===== src/sv/sstrs_pkg.sv =====
// Shared types, constants and widths of the smoothed scroll tile ring streamer.
// Used by the register file, the controller, the datapath and the top level.
package sstrs_pkg;

  localparam int RING_W        = 32;
  localparam int RING_H        = 32;
  localparam int PLANE_W       = 64;
  localparam int PLANE_H       = 32;
  localparam int WORLD_W_TILES = 120;
  localparam int WORLD_H_TILES = 120;
  localparam int VIEW_W_PX     = 224;
  localparam int VIEW_H_PX     = 192;

  localparam int TGT_MAX_X = (WORLD_W_TILES * 8 - VIEW_W_PX) * 256;
  localparam int TGT_MAX_Y = (WORLD_H_TILES * 8 - VIEW_H_PX) * 256;
  localparam int TGT_MAX   = (TGT_MAX_X > TGT_MAX_Y) ? TGT_MAX_X : TGT_MAX_Y;

  localparam int POS_W  = $clog2(TGT_MAX + 1) + 2;
  localparam int PX_W   = POS_W - 8;
  localparam int TILE_W = POS_W - 11;
  localparam int CRD_W  = TILE_W + 1;

  localparam int TGT_RST_X    = 88 * 256;
  localparam int TGT_RST_Y    = 320 * 256;
  localparam int BASE_RST_COL = 11;
  localparam int BASE_RST_ROW = 40;

  localparam int RING_MAX = (RING_W > RING_H) ? RING_W : RING_H;
  localparam int CNT_W    = $clog2(RING_MAX);
  localparam int RW_B     = $clog2(RING_W);
  localparam int RH_B     = $clog2(RING_H);
  localparam int PW_B     = $clog2(PLANE_W);
  localparam int PH_B     = $clog2(PLANE_H);

  localparam int CX_W = $clog2(WORLD_W_TILES);
  localparam int CY_W = $clog2(WORLD_H_TILES);
  localparam int MULW = CY_W + CX_W + 1;

  localparam int CHUNK_ROWS = 15;
  localparam int RECIP_SH   = 16;
  localparam int RECIP      = (1 << RECIP_SH) / CHUNK_ROWS;
  localparam int QP_W       = CY_W + RECIP_SH;

  localparam int PB_W    = 10;
  localparam int SNAP_W  = 11;
  localparam int STEP_W  = 11;
  localparam int SHIFT_W = 3;
  localparam int SPD_W   = 12;
  localparam int BTN_W   = 5;

  localparam int BTN_LEFT  = 0;
  localparam int BTN_RIGHT = 1;
  localparam int BTN_UP    = 2;
  localparam int BTN_DOWN  = 3;
  localparam int BTN_FAST  = 4;

  localparam int WCOL_W  = 7;
  localparam int WROW_W  = 7;
  localparam int WIDX_W  = 14;
  localparam int CHUNK_W = 3;
  localparam int COFF_W  = 11;
  localparam int PAT_W   = 11;
  localparam int PCOL_W  = 6;
  localparam int PROW_W  = 5;
  localparam int HS_W    = 11;
  localparam int VS_W    = 10;

  localparam int NUM_REGS = 6;
  localparam int CFG_AW   = $clog2(NUM_REGS * 4);
  localparam int CFG_DW   = 32;

  typedef enum logic [CFG_AW-3:0] {
    REG_PATTERN_BASE,
    REG_SNAP,
    REG_MAX_STEP,
    REG_SHIFT,
    REG_SLOW_SPEED,
    REG_FAST_SPEED
  } reg_idx_t;

  typedef struct packed {
    logic [PB_W-1:0]    pattern_base;
    logic [SNAP_W-1:0]  snap;
    logic [STEP_W-1:0]  max_step;
    logic [SHIFT_W-1:0] shift;
    logic [SPD_W-1:0]   slow_speed;
    logic [SPD_W-1:0]   fast_speed;
  } cfg_t;

  typedef enum logic [3:0] {
    ST_IDLE,
    ST_TARGET,
    ST_FOLLOW,
    ST_DECIDE,
    ST_COL_A,
    ST_COL_B,
    ST_ROW_A,
    ST_ROW_B,
    ST_NONE
  } state_t;

  typedef struct packed {
    logic load_in;
    logic do_target;
    logic do_follow;
    logic do_decide;
    logic cnt_clr;
    logic cnt_inc;
    logic calc_tile;
    logic row_phase;
    logic load_out;
    logic out_tile;
    logic out_last;
  } cmd_t;

  typedef struct packed {
    logic col_move;
    logic row_move;
    logic row_pend;
    logic slot_free;
    logic cnt_last_col;
    logic cnt_last_row;
  } sts_t;

endpackage


===== src/sv/sstrs_regs.sv =====
// Configuration register file on an APB-style port.
// Depends on sstrs_pkg for the register map and the cfg_t bundle.
module sstrs_regs (
  input  logic                         clk,
  input  logic                         rst_n,
  input  logic                         cfg_psel,
  input  logic                         cfg_penable,
  input  logic                         cfg_pwrite,
  input  logic [sstrs_pkg::CFG_AW-1:0] cfg_paddr,
  input  logic [sstrs_pkg::CFG_DW-1:0] cfg_pwdata,
  output logic [sstrs_pkg::CFG_DW-1:0] cfg_prdata,
  output logic                         cfg_pready,
  output sstrs_pkg::cfg_t              cfg
);
  import sstrs_pkg::*;

  cfg_t     cfg_r;
  reg_idx_t idx;
  logic     wr_en;

  assign idx        = reg_idx_t'(cfg_paddr[CFG_AW-1:2]);
  assign wr_en      = cfg_psel && cfg_penable && cfg_pwrite;
  assign cfg_pready = 1'b1;
  assign cfg        = cfg_r;

  always_ff @(posedge clk) begin
    if (!rst_n) begin
      cfg_r.pattern_base <= '0;
      cfg_r.snap         <= SNAP_W'(24);
      cfg_r.max_step     <= STEP_W'(1280);
      cfg_r.shift        <= SHIFT_W'(2);
      cfg_r.slow_speed   <= SPD_W'(512);
      cfg_r.fast_speed   <= SPD_W'(768);
    end else if (wr_en) begin
      case (idx)
        REG_PATTERN_BASE: cfg_r.pattern_base <= cfg_pwdata[PB_W-1:0];
        REG_SNAP:         cfg_r.snap         <= cfg_pwdata[SNAP_W-1:0];
        REG_MAX_STEP:     cfg_r.max_step     <= cfg_pwdata[STEP_W-1:0];
        REG_SHIFT:        cfg_r.shift        <= cfg_pwdata[SHIFT_W-1:0];
        REG_SLOW_SPEED:   cfg_r.slow_speed   <= cfg_pwdata[SPD_W-1:0];
        REG_FAST_SPEED:   cfg_r.fast_speed   <= cfg_pwdata[SPD_W-1:0];
        default: ;
      endcase
    end
  end

  always_comb begin
    case (idx)
      REG_PATTERN_BASE: cfg_prdata = CFG_DW'(cfg_r.pattern_base);
      REG_SNAP:         cfg_prdata = CFG_DW'(cfg_r.snap);
      REG_MAX_STEP:     cfg_prdata = CFG_DW'(cfg_r.max_step);
      REG_SHIFT:        cfg_prdata = CFG_DW'(cfg_r.shift);
      REG_SLOW_SPEED:   cfg_prdata = CFG_DW'(cfg_r.slow_speed);
      REG_FAST_SPEED:   cfg_prdata = CFG_DW'(cfg_r.fast_speed);
      default:          cfg_prdata = '0;
    endcase
  end

endmodule


===== src/sv/sstrs_ctrl.sv =====
// Frame sequencer: camera update, ring base decision and request emission.
// Depends on sstrs_pkg for state_t, cmd_t and sts_t.
module sstrs_ctrl (
  input  logic            clk,
  input  logic            rst_n,
  input  logic            in_valid,
  output logic            in_ready,
  input  sstrs_pkg::sts_t sts,
  output sstrs_pkg::cmd_t cmd
);
  import sstrs_pkg::*;

  state_t state_r, state_nxt;

  always_ff @(posedge clk) begin
    if (!rst_n) begin
      state_r <= ST_IDLE;
    end else begin
      state_r <= state_nxt;
    end
  end

  always_comb begin
    state_nxt = state_r;
    cmd       = '0;
    in_ready  = 1'b0;
    case (state_r)
      ST_IDLE: begin
        in_ready = 1'b1;
        if (in_valid) begin
          cmd.load_in = 1'b1;
          state_nxt   = ST_TARGET;
        end
      end
      ST_TARGET: begin
        cmd.do_target = 1'b1;
        state_nxt     = ST_FOLLOW;
      end
      ST_FOLLOW: begin
        cmd.do_follow = 1'b1;
        state_nxt     = ST_DECIDE;
      end
      ST_DECIDE: begin
        cmd.do_decide = 1'b1;
        cmd.cnt_clr   = 1'b1;
        if (sts.col_move) begin
          state_nxt = ST_COL_A;
        end else if (sts.row_move) begin
          state_nxt = ST_ROW_A;
        end else begin
          state_nxt = ST_NONE;
        end
      end
      ST_COL_A: begin
        cmd.calc_tile = 1'b1;
        state_nxt     = ST_COL_B;
      end
      ST_COL_B: begin
        if (sts.slot_free) begin
          cmd.load_out = 1'b1;
          cmd.out_tile = 1'b1;
          cmd.out_last = sts.cnt_last_col && !sts.row_pend;
          if (sts.cnt_last_col) begin
            cmd.cnt_clr = 1'b1;
            state_nxt   = sts.row_pend ? ST_ROW_A : ST_IDLE;
          end else begin
            cmd.cnt_inc = 1'b1;
            state_nxt   = ST_COL_A;
          end
        end
      end
      ST_ROW_A: begin
        cmd.calc_tile = 1'b1;
        cmd.row_phase = 1'b1;
        state_nxt     = ST_ROW_B;
      end
      ST_ROW_B: begin
        if (sts.slot_free) begin
          cmd.load_out = 1'b1;
          cmd.out_tile = 1'b1;
          cmd.out_last = sts.cnt_last_row;
          if (sts.cnt_last_row) begin
            state_nxt = ST_IDLE;
          end else begin
            cmd.cnt_inc = 1'b1;
            state_nxt   = ST_ROW_A;
          end
        end
      end
      ST_NONE: begin
        if (sts.slot_free) begin
          cmd.load_out = 1'b1;
          cmd.out_last = 1'b1;
          state_nxt    = ST_IDLE;
        end
      end
      default: begin
        state_nxt = ST_IDLE;
      end
    endcase
  end

endmodule


===== src/sv/sstrs_dp.sv =====
// Datapath: camera target and position, ring base, request fields, output register.
// Depends on sstrs_pkg; driven by sstrs_ctrl through cmd_t, reports through sts_t.
module sstrs_dp (
  input  logic                          clk,
  input  logic                          rst_n,
  input  sstrs_pkg::cfg_t               cfg,
  input  sstrs_pkg::cmd_t               cmd,
  output sstrs_pkg::sts_t               sts,
  input  logic [sstrs_pkg::BTN_W-1:0]   in_buttons,
  input  logic                          out_ready,
  output logic                          out_valid,
  output logic                          out_tile_valid,
  output logic [sstrs_pkg::WCOL_W-1:0]  out_world_col,
  output logic [sstrs_pkg::WROW_W-1:0]  out_world_row,
  output logic [sstrs_pkg::WIDX_W-1:0]  out_world_index,
  output logic [sstrs_pkg::CHUNK_W-1:0] out_chunk_number,
  output logic [sstrs_pkg::COFF_W-1:0]  out_chunk_offset,
  output logic [sstrs_pkg::PAT_W-1:0]   out_pattern_index,
  output logic [sstrs_pkg::PCOL_W-1:0]  out_plane_col,
  output logic [sstrs_pkg::PROW_W-1:0]  out_plane_row,
  output logic signed [sstrs_pkg::HS_W-1:0] out_h_scroll,
  output logic [sstrs_pkg::VS_W-1:0]    out_v_scroll,
  output logic                          out_last
);
  import sstrs_pkg::*;

  function automatic logic signed [POS_W-1:0] clamp_tgt(
    input logic signed [POS_W:0] v,
    input logic signed [POS_W:0] hi
  );
    logic signed [POS_W:0] c;
    c = v;
    if (v < 0) c = '0;
    else if (v > hi) c = hi;
    return c[POS_W-1:0];
  endfunction

  function automatic logic signed [POS_W-1:0] follow(
    input logic signed [POS_W-1:0] cur,
    input logic signed [POS_W-1:0] tgt,
    input logic [SNAP_W-1:0]       snap,
    input logic [STEP_W-1:0]       max_step,
    input logic [SHIFT_W-1:0]      shift
  );
    logic signed [POS_W:0] d, s, m, step, sum;
    d    = $signed({tgt[POS_W-1], tgt}) - $signed({cur[POS_W-1], cur});
    s    = $signed({{(POS_W + 1 - SNAP_W){1'b0}}, snap});
    m    = $signed({{(POS_W + 1 - STEP_W){1'b0}}, max_step});
    step = d >>> shift;
    if (step == 0) step = (d > 0) ? (POS_W + 1)'(1) : -(POS_W + 1)'(1);
    if (step > m) step = m;
    else if (step < -m) step = -m;
    sum = $signed({cur[POS_W-1], cur}) + step;
    if (d > -s && d < s) return tgt;
    return sum[POS_W-1:0];
  endfunction

  logic [BTN_W-1:0] btn_r;
  logic signed [POS_W-1:0] tgt_x_r, tgt_y_r, pos_x_r, pos_y_r;
  logic signed [POS_W-1:0] tgt_x_nxt, tgt_y_nxt, pos_x_nxt, pos_y_nxt;
  logic signed [TILE_W-1:0] base_col_r, base_row_r, row0_r;
  logic signed [CRD_W-1:0] line_col_r, line_row_r;
  logic row_pend_r;
  logic [CNT_W-1:0] cnt_r;

  logic [SPD_W-1:0] spd;
  logic signed [POS_W:0] spd_s, dx, dy;
  logic signed [PX_W-1:0] px, py, neg_px;
  logic signed [TILE_W-1:0] tx, ty;
  logic col_fwd, col_back, row_fwd, row_back;

  logic signed [CRD_W-1:0] wx, wy, cnt_s;
  logic [CX_W-1:0] cx;
  logic [CY_W-1:0] cy;
  logic [QP_W-1:0] q_prod;
  logic [MULW-1:0] widx;

  logic [CX_W-1:0]   a_cx_r;
  logic [CY_W-1:0]   a_cy_r, a_q_r;
  logic [MULW-1:0]   a_widx_r;
  logic [PAT_W-1:0]  a_pat_r;
  logic [PCOL_W-1:0] a_pcol_r;
  logic [PROW_W-1:0] a_prow_r;

  logic [CY_W-1:0] rem, q_fix, r_fix;
  logic            fix;
  logic [MULW-1:0] coff;
  logic            out_valid_r;

  // camera target and followed position
  assign spd   = btn_r[BTN_FAST] ? cfg.fast_speed : cfg.slow_speed;
  assign spd_s = $signed({{(POS_W + 1 - SPD_W){1'b0}}, spd});

  always_comb begin
    dx = '0;
    dy = '0;
    if (btn_r[BTN_LEFT] && !btn_r[BTN_RIGHT]) dx = -spd_s;
    if (btn_r[BTN_RIGHT] && !btn_r[BTN_LEFT]) dx = spd_s;
    if (btn_r[BTN_UP] && !btn_r[BTN_DOWN]) dy = -spd_s;
    if (btn_r[BTN_DOWN] && !btn_r[BTN_UP]) dy = spd_s;
    tgt_x_nxt = clamp_tgt($signed({tgt_x_r[POS_W-1], tgt_x_r}) + dx, (POS_W + 1)'(TGT_MAX_X));
    tgt_y_nxt = clamp_tgt($signed({tgt_y_r[POS_W-1], tgt_y_r}) + dy, (POS_W + 1)'(TGT_MAX_Y));
    pos_x_nxt = follow(pos_x_r, tgt_x_r, cfg.snap, cfg.max_step, cfg.shift);
    pos_y_nxt = follow(pos_y_r, tgt_y_r, cfg.snap, cfg.max_step, cfg.shift);
  end

  // pixel and tile position by floor shift
  assign px     = pos_x_r[POS_W-1:8];
  assign py     = pos_y_r[POS_W-1:8];
  assign neg_px = -px;
  assign tx     = pos_x_r[POS_W-1:11];
  assign ty     = pos_y_r[POS_W-1:11];

  assign col_fwd  = tx > base_col_r;
  assign col_back = tx < base_col_r;
  assign row_fwd  = ty > base_row_r;
  assign row_back = ty < base_row_r;

  always_ff @(posedge clk) begin
    if (!rst_n) begin
      tgt_x_r    <= POS_W'(TGT_RST_X);
      tgt_y_r    <= POS_W'(TGT_RST_Y);
      pos_x_r    <= POS_W'(TGT_RST_X);
      pos_y_r    <= POS_W'(TGT_RST_Y);
      base_col_r <= TILE_W'(BASE_RST_COL);
      base_row_r <= TILE_W'(BASE_RST_ROW);
      row_pend_r <= 1'b0;
      cnt_r      <= '0;
    end else begin
      if (cmd.do_target) begin
        tgt_x_r <= tgt_x_nxt;
        tgt_y_r <= tgt_y_nxt;
      end
      if (cmd.do_follow) begin
        pos_x_r <= pos_x_nxt;
        pos_y_r <= pos_y_nxt;
      end
      if (cmd.do_decide) begin
        row_pend_r <= row_fwd || row_back;
        if (col_fwd) base_col_r <= base_col_r + TILE_W'(1);
        else if (col_back) base_col_r <= base_col_r - TILE_W'(1);
        if (row_fwd) base_row_r <= base_row_r + TILE_W'(1);
        else if (row_back) base_row_r <= base_row_r - TILE_W'(1);
      end
      if (cmd.cnt_clr) cnt_r <= '0;
      else if (cmd.cnt_inc) cnt_r <= cnt_r + CNT_W'(1);
    end
  end

  // button latch; line anchors, kept from the base as it stood before the move
  always_ff @(posedge clk) begin
    if (cmd.load_in) btn_r <= in_buttons;
    if (cmd.do_decide) begin
      row0_r     <= base_row_r;
      line_col_r <= col_fwd ? $signed({base_col_r[TILE_W-1], base_col_r}) + CRD_W'(RING_W)
                            : $signed({base_col_r[TILE_W-1], base_col_r}) - CRD_W'(1);
      line_row_r <= row_fwd ? $signed({base_row_r[TILE_W-1], base_row_r}) + CRD_W'(RING_H)
                            : $signed({base_row_r[TILE_W-1], base_row_r}) - CRD_W'(1);
    end
  end

  // request stage A: world tile, clamps, index products
  assign cnt_s = $signed(CRD_W'(cnt_r));

  always_comb begin
    if (cmd.row_phase) begin
      wx = $signed({base_col_r[TILE_W-1], base_col_r}) + cnt_s;
      wy = line_row_r;
    end else begin
      wx = line_col_r;
      wy = $signed({row0_r[TILE_W-1], row0_r}) + cnt_s;
    end
    if (wx < 0) cx = '0;
    else if (wx > $signed(CRD_W'(WORLD_W_TILES - 1))) cx = CX_W'(WORLD_W_TILES - 1);
    else cx = wx[CX_W-1:0];
    if (wy < 0) cy = '0;
    else if (wy > $signed(CRD_W'(WORLD_H_TILES - 1))) cy = CY_W'(WORLD_H_TILES - 1);
    else cy = wy[CY_W-1:0];
    q_prod = QP_W'(cy) * QP_W'(RECIP);
    widx   = MULW'(cy) * MULW'(WORLD_W_TILES) + MULW'(cx);
  end

  always_ff @(posedge clk) begin
    if (cmd.calc_tile) begin
      a_cx_r   <= cx;
      a_cy_r   <= cy;
      a_q_r    <= q_prod[QP_W-1:RECIP_SH];
      a_widx_r <= widx;
      a_pat_r  <= PAT_W'(cfg.pattern_base) + PAT_W'(wy[RH_B-1:0]) * PAT_W'(RING_W)
                  + PAT_W'(wx[RW_B-1:0]);
      a_pcol_r <= PCOL_W'(wx[PW_B-1:0]);
      a_prow_r <= PROW_W'(wy[PH_B-1:0]);
    end
  end

  // request stage B: chunk remainder with one correction step
  always_comb begin
    rem   = a_cy_r - CY_W'(a_q_r * CY_W'(CHUNK_ROWS));
    fix   = rem >= CY_W'(CHUNK_ROWS);
    q_fix = a_q_r + CY_W'(fix);
    r_fix = fix ? rem - CY_W'(CHUNK_ROWS) : rem;
    coff  = MULW'(r_fix) * MULW'(WORLD_W_TILES) + MULW'(a_cx_r);
  end

  // output register
  always_ff @(posedge clk) begin
    if (!rst_n) begin
      out_valid_r <= 1'b0;
    end else if (cmd.load_out) begin
      out_valid_r <= 1'b1;
    end else if (out_ready) begin
      out_valid_r <= 1'b0;
    end
  end

  always_ff @(posedge clk) begin
    if (cmd.load_out) begin
      out_tile_valid <= cmd.out_tile;
      out_last       <= cmd.out_last;
      out_h_scroll   <= $signed(neg_px[HS_W-1:0]);
      out_v_scroll   <= py[VS_W-1:0];
      if (cmd.out_tile) begin
        out_world_col     <= WCOL_W'(a_cx_r);
        out_world_row     <= WROW_W'(a_cy_r);
        out_world_index   <= WIDX_W'(a_widx_r);
        out_chunk_number  <= CHUNK_W'(q_fix);
        out_chunk_offset  <= COFF_W'(coff);
        out_pattern_index <= a_pat_r;
        out_plane_col     <= a_pcol_r;
        out_plane_row     <= a_prow_r;
      end else begin
        out_world_col     <= '0;
        out_world_row     <= '0;
        out_world_index   <= '0;
        out_chunk_number  <= '0;
        out_chunk_offset  <= '0;
        out_pattern_index <= '0;
        out_plane_col     <= '0;
        out_plane_row     <= '0;
      end
    end
  end

  assign out_valid = out_valid_r;

  assign sts.col_move     = col_fwd || col_back;
  assign sts.row_move     = row_fwd || row_back;
  assign sts.row_pend     = row_pend_r;
  assign sts.slot_free    = !out_valid_r || out_ready;
  assign sts.cnt_last_col = cnt_r == CNT_W'(RING_H - 1);
  assign sts.cnt_last_row = cnt_r == CNT_W'(RING_W - 1);

  a_tgt_range: assert property (@(posedge clk) disable iff (!rst_n)
    tgt_x_r >= 0 && tgt_x_r <= TGT_MAX_X && tgt_y_r >= 0 && tgt_y_r <= TGT_MAX_Y)
    else $error("camera target outside world");

  a_pos_floor: assert property (@(posedge clk) disable iff (!rst_n)
    pos_x_r >= -1 && pos_y_r >= -1)
    else $error("camera position below one sub-pixel under zero");

  a_no_overwrite: assert property (@(posedge clk) disable iff (!rst_n)
    cmd.load_out |-> (!out_valid_r || out_ready))
    else $error("output beat overwritten while held");

  a_single_step: assert property (@(posedge clk) disable iff (!rst_n)
    cmd.do_decide |=> (base_col_r - $past(base_col_r) <= 1)
                   && ($past(base_col_r) - base_col_r <= 1))
    else $error("ring column base moved more than one tile");

endmodule


===== src/sv/smoothed_scroll_tile_ring_streamer.sv =====
// Smoothed scroll tile ring streamer, top level.
// Depends on sstrs_pkg, sstrs_regs, sstrs_ctrl and sstrs_dp.
//
// Input channel (in_valid/in_ready, in_buttons): one beat per video frame.
// Result channel (out_valid/out_ready, out_*): per frame, RING_H tile-load
// beats for a new ring column, then RING_W beats for a new row, or a single
// scroll-only beat with tile_valid clear; out_last marks the frame's final beat.
// Every beat carries h_scroll and v_scroll of the updated camera.
// Configuration: APB-style port on cfg_*, pready always high. The user must
// see that it is written only while no frame is in flight; the block does not
// enforce this. Sequence: after a frame beat is accepted, the TARGET, FOLLOW and
// DECIDE states update the target, the position and the ring base in turn; each
// request then passes the field stage (COL_A or ROW_A) and then the output
// register (COL_B or ROW_B), which waits while the receiver stalls; the next
// request starts only after that load; the two-stage calculation sets the rate.
// in_ready is high only between frames. A stalled receiver holds the output
// register and the sequencer waits; no beat is dropped.
// Reset (synchronous, rst_n low) restores the register defaults, the camera
// at 88,320 pixels and the ring base at column 11, row 40.
module smoothed_scroll_tile_ring_streamer (
  input  logic                          clk,
  input  logic                          rst_n,
  input  logic                          in_valid,
  output logic                          in_ready,
  input  logic [sstrs_pkg::BTN_W-1:0]   in_buttons,
  output logic                          out_valid,
  input  logic                          out_ready,
  output logic                          out_tile_valid,
  output logic [sstrs_pkg::WCOL_W-1:0]  out_world_col,
  output logic [sstrs_pkg::WROW_W-1:0]  out_world_row,
  output logic [sstrs_pkg::WIDX_W-1:0]  out_world_index,
  output logic [sstrs_pkg::CHUNK_W-1:0] out_chunk_number,
  output logic [sstrs_pkg::COFF_W-1:0]  out_chunk_offset,
  output logic [sstrs_pkg::PAT_W-1:0]   out_pattern_index,
  output logic [sstrs_pkg::PCOL_W-1:0]  out_plane_col,
  output logic [sstrs_pkg::PROW_W-1:0]  out_plane_row,
  output logic signed [sstrs_pkg::HS_W-1:0] out_h_scroll,
  output logic [sstrs_pkg::VS_W-1:0]    out_v_scroll,
  output logic                          out_last,
  input  logic                          cfg_psel,
  input  logic                          cfg_penable,
  input  logic                          cfg_pwrite,
  input  logic [sstrs_pkg::CFG_AW-1:0]  cfg_paddr,
  input  logic [sstrs_pkg::CFG_DW-1:0]  cfg_pwdata,
  output logic [sstrs_pkg::CFG_DW-1:0]  cfg_prdata,
  output logic                          cfg_pready
);
  import sstrs_pkg::*;

  cfg_t cfg;
  cmd_t cmd;
  sts_t sts;

  sstrs_regs u_regs (
    .clk         (clk),
    .rst_n       (rst_n),
    .cfg_psel    (cfg_psel),
    .cfg_penable (cfg_penable),
    .cfg_pwrite  (cfg_pwrite),
    .cfg_paddr   (cfg_paddr),
    .cfg_pwdata  (cfg_pwdata),
    .cfg_prdata  (cfg_prdata),
    .cfg_pready  (cfg_pready),
    .cfg         (cfg)
  );

  sstrs_ctrl u_ctrl (
    .clk      (clk),
    .rst_n    (rst_n),
    .in_valid (in_valid),
    .in_ready (in_ready),
    .sts      (sts),
    .cmd      (cmd)
  );

  sstrs_dp u_dp (
    .clk               (clk),
    .rst_n             (rst_n),
    .cfg               (cfg),
    .cmd               (cmd),
    .sts               (sts),
    .in_buttons        (in_buttons),
    .out_ready         (out_ready),
    .out_valid         (out_valid),
    .out_tile_valid    (out_tile_valid),
    .out_world_col     (out_world_col),
    .out_world_row     (out_world_row),
    .out_world_index   (out_world_index),
    .out_chunk_number  (out_chunk_number),
    .out_chunk_offset  (out_chunk_offset),
    .out_pattern_index (out_pattern_index),
    .out_plane_col     (out_plane_col),
    .out_plane_row     (out_plane_row),
    .out_h_scroll      (out_h_scroll),
    .out_v_scroll      (out_v_scroll),
    .out_last          (out_last)
  );

endmodule


===== config.mk =====
export PLATFORM = sky130hd
export DESIGN_NAME = smoothed_scroll_tile_ring_streamer
export DESIGN_NICKNAME = d
export VERILOG_FILES = /design/src/sv/sstrs_pkg.sv /design/src/sv/sstrs_regs.sv /design/src/sv/sstrs_ctrl.sv /design/src/sv/sstrs_dp.sv /design/src/sv/smoothed_scroll_tile_ring_streamer.sv
export SDC_FILE = /design/constraint.sdc
export NUM_CORES = 1
export LEC_CHECK = 0
export BUFFER_PORTS_ARGS = -buffer_cell sky130_fd_sc_hd__buf_2
export CORE_MARGIN = 2
export CORE_UTILIZATION = 50
export DETAILED_ROUTE_END_ITERATION = 12
export PLACE_DENSITY = 0.74
export SETUP_SLACK_MARGIN = 0.05
export SLEW_MARGIN = 0
export SYNTH_ARGS = -nofsm -noshare
export SYNTH_HDL_FRONTEND = slang
export SYNTH_HIERARCHICAL = 1
export SYNTH_SLANG_ARGS = --single-unit

===== constraint.sdc =====
create_clock -name clk -period 7.65 [get_ports clk]
set_input_delay 1.53 -clock clk [delete_from_list [all_inputs] [get_ports clk]]
set_output_delay 1.53 -clock clk [all_outputs]
set_load 0.1 [all_outputs]

* After elaboration in Yosys (flattened, before gate mapping) *
Cells that the tools add are included.

storage, ports and cells
  input port bits = 49
  output and inout bits = 122
  word-level logic and storage cells = 220
  register bits = 343

operators by class
  eq/ne operators = 18
  reduce and logical (&&, ||, !) cells = 36
  add/sub/neg operators = 28
  bitwise operators = 1
  mux-type cells = 69
  shift operators = 2
  $mul = 4
  order comparisons = 23

operators with widths
  cell                                                                                count
  20-bit two-way mux                                                                  12
  21-bit two-way mux                                                                  8
  12-bit case mux with 6 select lines                                                 1
  32-bit zero test                                                                    2
  20-bit by 21-bit adder with 21-bit output                                           2
  21-bit by 1-bit greater-than comparator with 1-bit output (second input constant)   2
  21-bit by 12-bit greater-than comparator with 1-bit output                          2
  21-bit by 19-bit greater-than comparator with 1-bit output (second input constant)  2
  21-bit greater-than comparator                                                      2
  21-bit by 1-bit < comparator with 1-bit output (second input constant)              2
  21-bit by 12-bit < comparator with 1-bit output                                     2
  21-bit < comparator                                                                 2
  11-bit negator with 21-bit output                                                   2
  21-bit by 3-bit >>> shifter with 21-bit output                                      2
  20-bit by 20-bit subtractor with 21-bit output                                      2
  20-bit adder                                                                        2
  10-bit two-way mux                                                                  4
  9-bit two-way mux                                                                   4
  4-bit case mux with 9 select lines                                                  1
  7-bit two-way mux                                                                   5
  4-bit two-way mux                                                                   7
  12-bit negator with 21-bit output                                                   1
  9-bit by 6-bit adder with 10-bit output                                             2
  9-bit by 7-bit adder with 10-bit output (second input constant)                     2
  other kinds (46)                                                                    108

* Longest topological paths before layout *
Gate-level depths: netlist of run 1.

  word-level depth = 9
  gate-level depth with buffers = 44
  depth with buffers taken out = 44

* Cells and area by module *
The synthesis of run 1 kept the hierarchy.

modules (own cells, without submodules)
  module      instances  area each (um^2)  seq. area each (um^2)  cells each
  sstrs_dp    1          27919.3           7086.8                 3198
  sstrs_regs  1          2880.3            1181.1                 305
  sstrs_ctrl  1          380.4             80.1                   55

* Worst setup path after synthesis of run 1 *
Ideal clock, no wire load.

  path kind = flip-flop to flip-flop
  start point = reg u_dp.pos_x_r[15]
  end point = reg u_dp.pos_x_r[12]
  data required time = 7.514 ns
  clock period less this slack = 8.439 ns
  buffers on the path = 2
  cell stages (with the launch flop) = 42
  path slack = -0.789 ns
  arrival time = 8.304 ns
  setup time = 0.136 ns
  cell sequence = dfxtp_1 inv_1 ha_1 clkbuf_1 a21o_1 a211o_1 a211o_1 o21ai_0 xnor2_1 a22oi_1 and2_1 or4b_1 nor4_1 o2111a_2 mux2i_1 ha_1 or4_1 o21ai_0 [6 not listed] clkbuf_1 a21oi_1 a31oi_1 ha_1 fa_1 a21o_1 a21oi_1 o21bai_1 a21oi_1 o21bai_1 a21oi_1 o21ai_0 o21a_1 nor2_1 xor2_1 mux2i_1 nand2_1 o211ai_1

between the ends
  longest elaborated chain between the ends = 9
  elaborated cells between the ends (all ways) = 16
  classes of those cells = add/sub (2); order compare (5); shift (1); mux (6); reduce/logical (2)

ends and longest elaborated chain
  element                                                                                                                             line                            source
  from (decl)                                                                                                                         sstrs_dp.sv:59                  logic signed [POS_W-1:0] tgt_x_r, tgt_y_r, pos_x_r, pos_y_r;
  from (signal assigned)                                                                                                              sstrs_dp.sv:123                 pos_x_r <= POS_W'(TGT_RST_X);
  from (signal assigned)                                                                                                              sstrs_dp.sv:135                 pos_x_r <= pos_x_nxt;
  20-bit by 20-bit subtractor with 21-bit output *                                                                                    sstrs_dp.sv:46                  d = $signed({tgt[POS_W-1], tgt}) - $signed({cur[POS_W-1], cur});
  21-bit by 1-bit greater-than comparator with 1-bit output / 21-bit by 3-bit >>> shifter with 21-bit output (equally long branches)  sstrs_dp.sv:50, sstrs_dp.sv:49
  21-bit two-way mux / 32-bit zero test (equally long branches)                                                                       sstrs_dp.sv:50                  if (step == 0) step = (d > 0) ? (POS_W + 1)'(1) : -(POS_W + 1)'(1);
  21-bit two-way mux                                                                                                                  sstrs_dp.sv:50
  21-bit < comparator                                                                                                                 sstrs_dp.sv:52                  else if (step < -m) step = -m;
  20-bit two-way mux                                                                                                                  sstrs_dp.sv:52
  20-bit two-way mux                                                                                                                  sstrs_dp.sv:51                  if (step > m) step = m;
  20-bit adder                                                                                                                        sstrs_dp.sv:53                  sum = $signed({cur[POS_W-1], cur}) + step;
  20-bit two-way mux *                                                                                                                sstrs_dp.sv:55                  return sum[POS_W-1:0];

Every way passes the cells marked *; elsewhere a longest branch is shown, timed or not.
A chain may end at the register's enable or synchronous reset.

* Worst setup path in the final report of run 1 *
  start point = reg u_dp.tgt_x_r[0]
  end point = reg u_dp.pos_x_r[16]

between the ends
  longest elaborated chain between the ends = 9
  elaborated cells between the ends (all ways) = 16
  classes of those cells = add/sub (2); order compare (5); shift (1); mux (6); reduce/logical (2)

ends and longest elaborated chain
  element                                                                                                                             line                            source
  from (decl)                                                                                                                         sstrs_dp.sv:59
  from (signal assigned)                                                                                                              sstrs_dp.sv:121                 tgt_x_r <= POS_W'(TGT_RST_X);
  from (signal assigned)                                                                                                              sstrs_dp.sv:131                 tgt_x_r <= tgt_x_nxt;
  20-bit by 20-bit subtractor with 21-bit output *                                                                                    sstrs_dp.sv:46
  21-bit by 1-bit greater-than comparator with 1-bit output / 21-bit by 3-bit >>> shifter with 21-bit output (equally long branches)  sstrs_dp.sv:50, sstrs_dp.sv:49
  21-bit two-way mux / 32-bit zero test (equally long branches)                                                                       sstrs_dp.sv:50
  21-bit two-way mux                                                                                                                  sstrs_dp.sv:50
  21-bit < comparator                                                                                                                 sstrs_dp.sv:52
  20-bit two-way mux                                                                                                                  sstrs_dp.sv:52
  20-bit two-way mux                                                                                                                  sstrs_dp.sv:51
  20-bit adder                                                                                                                        sstrs_dp.sv:53
  20-bit two-way mux *                                                                                                                sstrs_dp.sv:55

Marked as above.

==> reports/metrics.yaml, run 1 <==
yosys_register_bits: 334
skew_ps: 17.3
holdCritPathClass: "reg2reg"
post-place-cells: 4929
synthArstFlopShare: 0
ant_nets: 0
ys.flop_type: "dfxtp_1"
nets: 4646
first_iter_violations: 2713
port_buffers: 127
crit_cells: 42
cts_tree: "built"
synth_top_cell_area_share: 0.160
drv_cap: 0
finalCriticalPeriod_ps: 8460
reg2reg_to: "u_dp/pos_x_r[16]"
hold_viol: 0
crit_slowest_cell: "or4_4"
final.setup.tns_ps: -9700
critPathLaunch: "u_dp/tgt_x_r[0]"
ys_warn_count: 6
area_growth_pct: 26.8
crit_family: "compound AO/OA/AOI/OAI gates"
insertion_delay_ps: 560
ys_seq_area_frac: 0.268
fin_ws_ps: -806
synthTopCellsByArea: "edfxtp_1 (16%), ha_1 (15%), dfxtp_1 (11%), mux2i_1 (5.0%), xnor2_1 (4.2%)"
gp_congestion: 1.00
drc_errors: 0
synth_cells: 3558
layout.cells.non_filler: 5058
dp_hpwl_mm: 77.8
cts_buffers: 38
grt_max_degree: 79
via_per_inst: 5.96
final_area_sq_mm: 0.0395
yosysTopAreaCell: "edfxtp_1"
vias: 30128
yosysUniqueCellTypes: 113
fp.dieH_um: 254
period_share: 1.11
r2r_cells: 42
rr_startpoint: "u_dp/tgt_x_r[0]"
post_drt_wl_per_cell_um: 20.1
drive_above_1_share: 0.268
rsz0062_at_grt: "yes"
setup_viol: 22
antenna_found_initial: 0
clk_pin_slew_ps: 70
crit_type: "reg2reg"
overflow: 0
wl_mm: 102
io_pins: 171
synth.most_common_cell: "ha_1"
drt_first_pass_iters: 6
critical_path.endpoint_type: "register"
slew_viol_final: 0
cpPeakStageDelay_ps: 510
slew_headroom: 0.228
path_buf_inv: 4
cp.required_ps: 8050
initial_core_util: 0.505
max_freq_mhz: 118
fp-row-count: 91
tightest_slew_ps: 1150
htreeDepth: 2
syn_area_sq_mm: 0.0312
core_area_sq_mm: 0.0617
grt_usage: 0.303
placed_cell_area_sq_mm: 0.0365
grt_pass1_wl_mm: 154
cp-start-kind: "register"
diodes: 0
violations: "setup timing"
cts_sinks: 334
dieArea_sq_mm: 0.0644
whs_ps: 483
clockBufferDepth: 3
crit_top_cell: "a21oi_2"
outcome: "finished with violations"
ys_top_cells_by_count: "ha_1 (363), nand2_1 (273), nor2_1 (261)"
critPathCapture: "u_dp/pos_x_r[16]"
grt_pass1_vias: 28446
path_max_fanout: 5
root_buffer: "clkbuf_16"
rrSetupSlack_ps: -810
syn_avg_cell_area_sq_um: 8.76
synth_edf_count: 166
critical_path_arrival_ps: 8860
die_x_um: 254
-- sequential cells by signal, indices dropped and copies added, names as in the netlist, 8 cells and up --
signal                  cells
u_dp/a_widx_r              11
u_dp/line_col_r            10
u_dp/base_col_r             9
u_dp/tgt_x_r               20
u_dp/line_row_r            10
u_dp/a_pat_r               11
u_dp/tgt_y_r               20
u_dp/out_pattern_index     11
u_dp/out_world_index       11
u_dp/base_row_r             9
u_dp/out_chunk_offset       8
u_dp/pos_y_r               20
u_dp/row0_r                 9
u_dp/pos_x_r               20
u_dp/out_h_scroll          11
u_dp/out_v_scroll          10
u_regs/cfg                 59
-- routing by layer --
metal,vias to the layer above,routed length [um],part of all wire,global-route usage
met5,-,0,0,0
met1,14274,42000,0.41,0.392
met2,1332,46200,0.46,0.492
met3,286,8280,0.082,0.0530
met4,0,5040,0.050,0.141
li1,14236,-,-,-
-- logic make-up (layout without fill, tap and decap cells) --
group                      after synthesis  after routing  share of synthesized area
AOI/OAI and AO/OA                      940            941                      0.202
xor gates and xnor gates               208            208                     0.0591
adders and majority gates              405            405                      0.173
buffers and inverters                  429           1072                     0.0579
DFF                                    334            334                      0.268
muxes                                  203            203                     0.0739
other                                    2             21                   0.000241
and+or+nand+nor                       1037           1037                      0.166
-- worst reg2reg max path, delay by kind of cell, from the launching register on --
family | cells | cell delay [ps]
xor gates and xnor gates | 1 | 80
muxes | 4 | 1060
DFF | 1 | 350
AOI/OAI and AO/OA | 21 | 3290
and+or+nand+nor | 7 | 1550
adders and majority gates | 5 | 1410
buffers and inverters | 4 | 550
-- placed cells by master, fill, tap and decap left out, types with 32 or more instances in the layout --
cell type	count
mux2i_1	151
xnor2_1	144
and2_1	88
a21oi_2	38
ha_1	340
buf_2	126
nor2_1	250
o21ai_0	111
a21oi_1	199
a21o_1	88
o22ai_1	39
o21a_1	56
nand4_1	39
o21bai_1	32
nand2_1	264
inv_1	246
clkbuf_16	39
nor3_1	58
fa_1	38
nor2b_1	44
edfxtp_1	166
buf_4	599
nand3_1	55
nand2b_1	35
a211oi_1	51
o211ai_1	39
xor2_1	54
dfxtp_1	155
-- through the flow --
stage           util  worst slack (ps)
2_1_floorplan      -              -320
3_3_place_gp   0.592             -1040
3_5_place_dp   0.592             -1110
4_1_cts        0.627              -820
5_1_grt        0.641             -1180
6_report       0.641              -806
-- cell type report --
cell class | count | area (sq um)
multi-input combinational | 2815 | 22400
fill | 4945 | 22200
inverter | 257 | 967
clock buffer | 42 | 987
tap | 837 | 1050
timing repair buffer | 746 | 5390
sequential | 334 | 8370
clock inverter | 27 | 345
-- how the worst min path moves through the flow --
stage / from / to / slack (ps) / cells after the start
final: u_regs/cfg[12] / u_regs/cfg[12] / 480 / 2
after global routing: u_regs/cfg[12] / u_regs/cfg[12] / 500 / 2
after CTS: u_regs/cfg[20] / u_regs/cfg[20] / 470 / 2
after detailed placement: u_regs/cfg[20] / u_regs/cfg[20] / 470 / 2
after global placement: u_regs/cfg[13] / u_regs/cfg[13] / 460 / 2
after floorplan: u_regs/cfg[24] / u_regs/cfg[24] / 440 / 2
-- timing repair --
action | 4_1_cts | 5_1_grt
cloned | 3 | 1
buffers inserted | 29 | 31
setup endpoints to repair | 26 | 30
hold buffers | 0 | 0
gates resized for setup | 145 | 126
pin swaps | 115 | 97
Power of run 1 is left out: the tool's default activity adds up to more than one toggle a clock period on the data nets, which glitch-free logic cannot reach.
==> run 2: changes to the inputs <==
CORE_UTILIZATION = 55   (was 50)
GPL_TIMING_DRIVEN = 0   (was default)
PLACE_DENSITY = 0.8   (was 0.74)
==> reports/metrics.yaml, run 2 (synthesis gave the netlist of run 1 again) <==
max_freq_mhz: 113
dp_hpwl_mm: 77.4
vias: 29864
crit_cells: 40
outcome: "finished with violations"
dieArea_sq_mm: 0.0586
setup_viol: 25
critical_path.endpoint_type: "register"
grt_usage: 0.340
path_buf_inv: 3
violations: "setup timing"
core_area_sq_mm: 0.0562
hold_viol: 0
htreeDepth: 2
crit_type: "reg2reg"
gp_congestion: 0.998
overflow: 0
die_x_um: 242
cts_tree: "built"
area_growth_pct: 19.6
root_buffer: "clkbuf_16"
final.setup.tns_ps: -18520
whs_ps: 489
mostFrequentLayoutCell: "ha_1"
grt_pass1_vias: 28156
cp.required_ps: 8140
finalCriticalPeriod_ps: 8870
rsz0062_at_grt: "yes"
placed_cell_area_sq_mm: 0.0330
nFillCells: 4373
ant_nets: 0
drv_cap: 0
io_pins: 171
multi_input_area_sq_mm: 0.0228
via_per_inst: 6.40
path_max_fanout: 7
drc_errors: 0
cts_sinks: 334
r2r_cells: 40
wl_mm: 104
final_area_sq_mm: 0.0373
skew_ps: 29.4
cpPeakStageDelay_ps: 540
diodes: 0
slew_viol_final: 0
port_buffers: 126
initial_core_util: 0.555
layout.cells.non_filler: 4664
clockBufferDepth: 3
first_iter_violations: 3405
nets: 4334
holdPathStages: 2
fin_ws_ps: -1220
crit_top_cell: "a21oi_2"
critical_path_arrival_ps: 9360
grt_max_degree: 66
clk_pin_slew_ps: 70
cts_buffers: 37
drive_above_1_share: 0.207
slew_headroom: 0.288
tightest_slew_ps: 1060
period_share: 1.16
post_drt_wl_per_cell_um: 22.4
drt_first_pass_iters: 6
cp-start-kind: "register"
fp.dieH_um: 242
mostFrequentLayoutCells: "ha_1 (326), nand2_1 (266), nor2_1 (247)"
post-place-cells: 4461
crit_slowest_cell: "or4b_4"
seqCellArea_sq_mm: 0.00847
largest_register_ffs: 59
grt_pass1_wl_mm: 158
antenna_found_initial: 2
holdCritPathClass: "reg2reg"
fp-row-count: 87
insertion_delay_ps: 570
crit_family: "compound AO/OA/AOI/OAI gates"
## run 2: through the flow
stage / utilization / worst slack (ps)
after floorplan: - / -320
after global placement: 0.587 / -2280
after detailed placement: 0.588 / -2380
after CTS: 0.649 / -958
after global routing: 0.664 / -1440
final: 0.664 / -1220
## run 2: what timing repair did
item | CTS | global route
resized for setup | 300 | 135
endpoints found under the hold margin | 0 | 0
buffers inserted | 110 | 42
pin swaps | 132 | 124
hold buffers | 0 | 0
setup endpoints to repair | 39 | 45
## run 2: layout make-up
| type | instances | share of cell area |
|---|---|---|
| multi-input combinational | 2814 | 0.611 |
| sequential | 334 | 0.227 |
| timing repair buffer | 275 | 0.0498 |
| clock buffer | 47 | 0.0272 |
| inverter | 257 | 0.0261 |
| tap | 756 | 0.0254 |
| buffer | 161 | 0.0248 |
| clock inverter | 20 | 0.00825 |
## run 2: layer usage
| layer | wire length, um | track usage | vias up |
|---|---|---|---|
| met2 | 45500 | 0.530 | 1689 |
| met5 | 18 | 0 | - |
| met3 | 10900 | 0.0685 | 408 |
| met1 | 42100 | 0.456 | 14174 |
| met4 | 5860 | 0.156 | 4 |
| li1 | - | - | 13589 |
## run 2: tightest hold or removal path, stage by stage (launching register included)
cell,delay [ps]
dfxtp_1,310
nand2b_1,70
a21oi_1,60
## run 2: path summary, 6_finish.rpt
kind / end / start / slack [ps]
worst max register to register: u_dp/pos_x_r[16] / u_dp/pos_x_r[7] / -1220
worst min register to register: u_dp/row_pend_r / u_dp/row_pend_r / 490
worst max-delay path: u_dp/pos_x_r[16] / u_dp/pos_x_r[7] / -1220
worst min-delay path: u_dp/row_pend_r / u_dp/row_pend_r / 490
Power of run 2 is left out for the same reason.
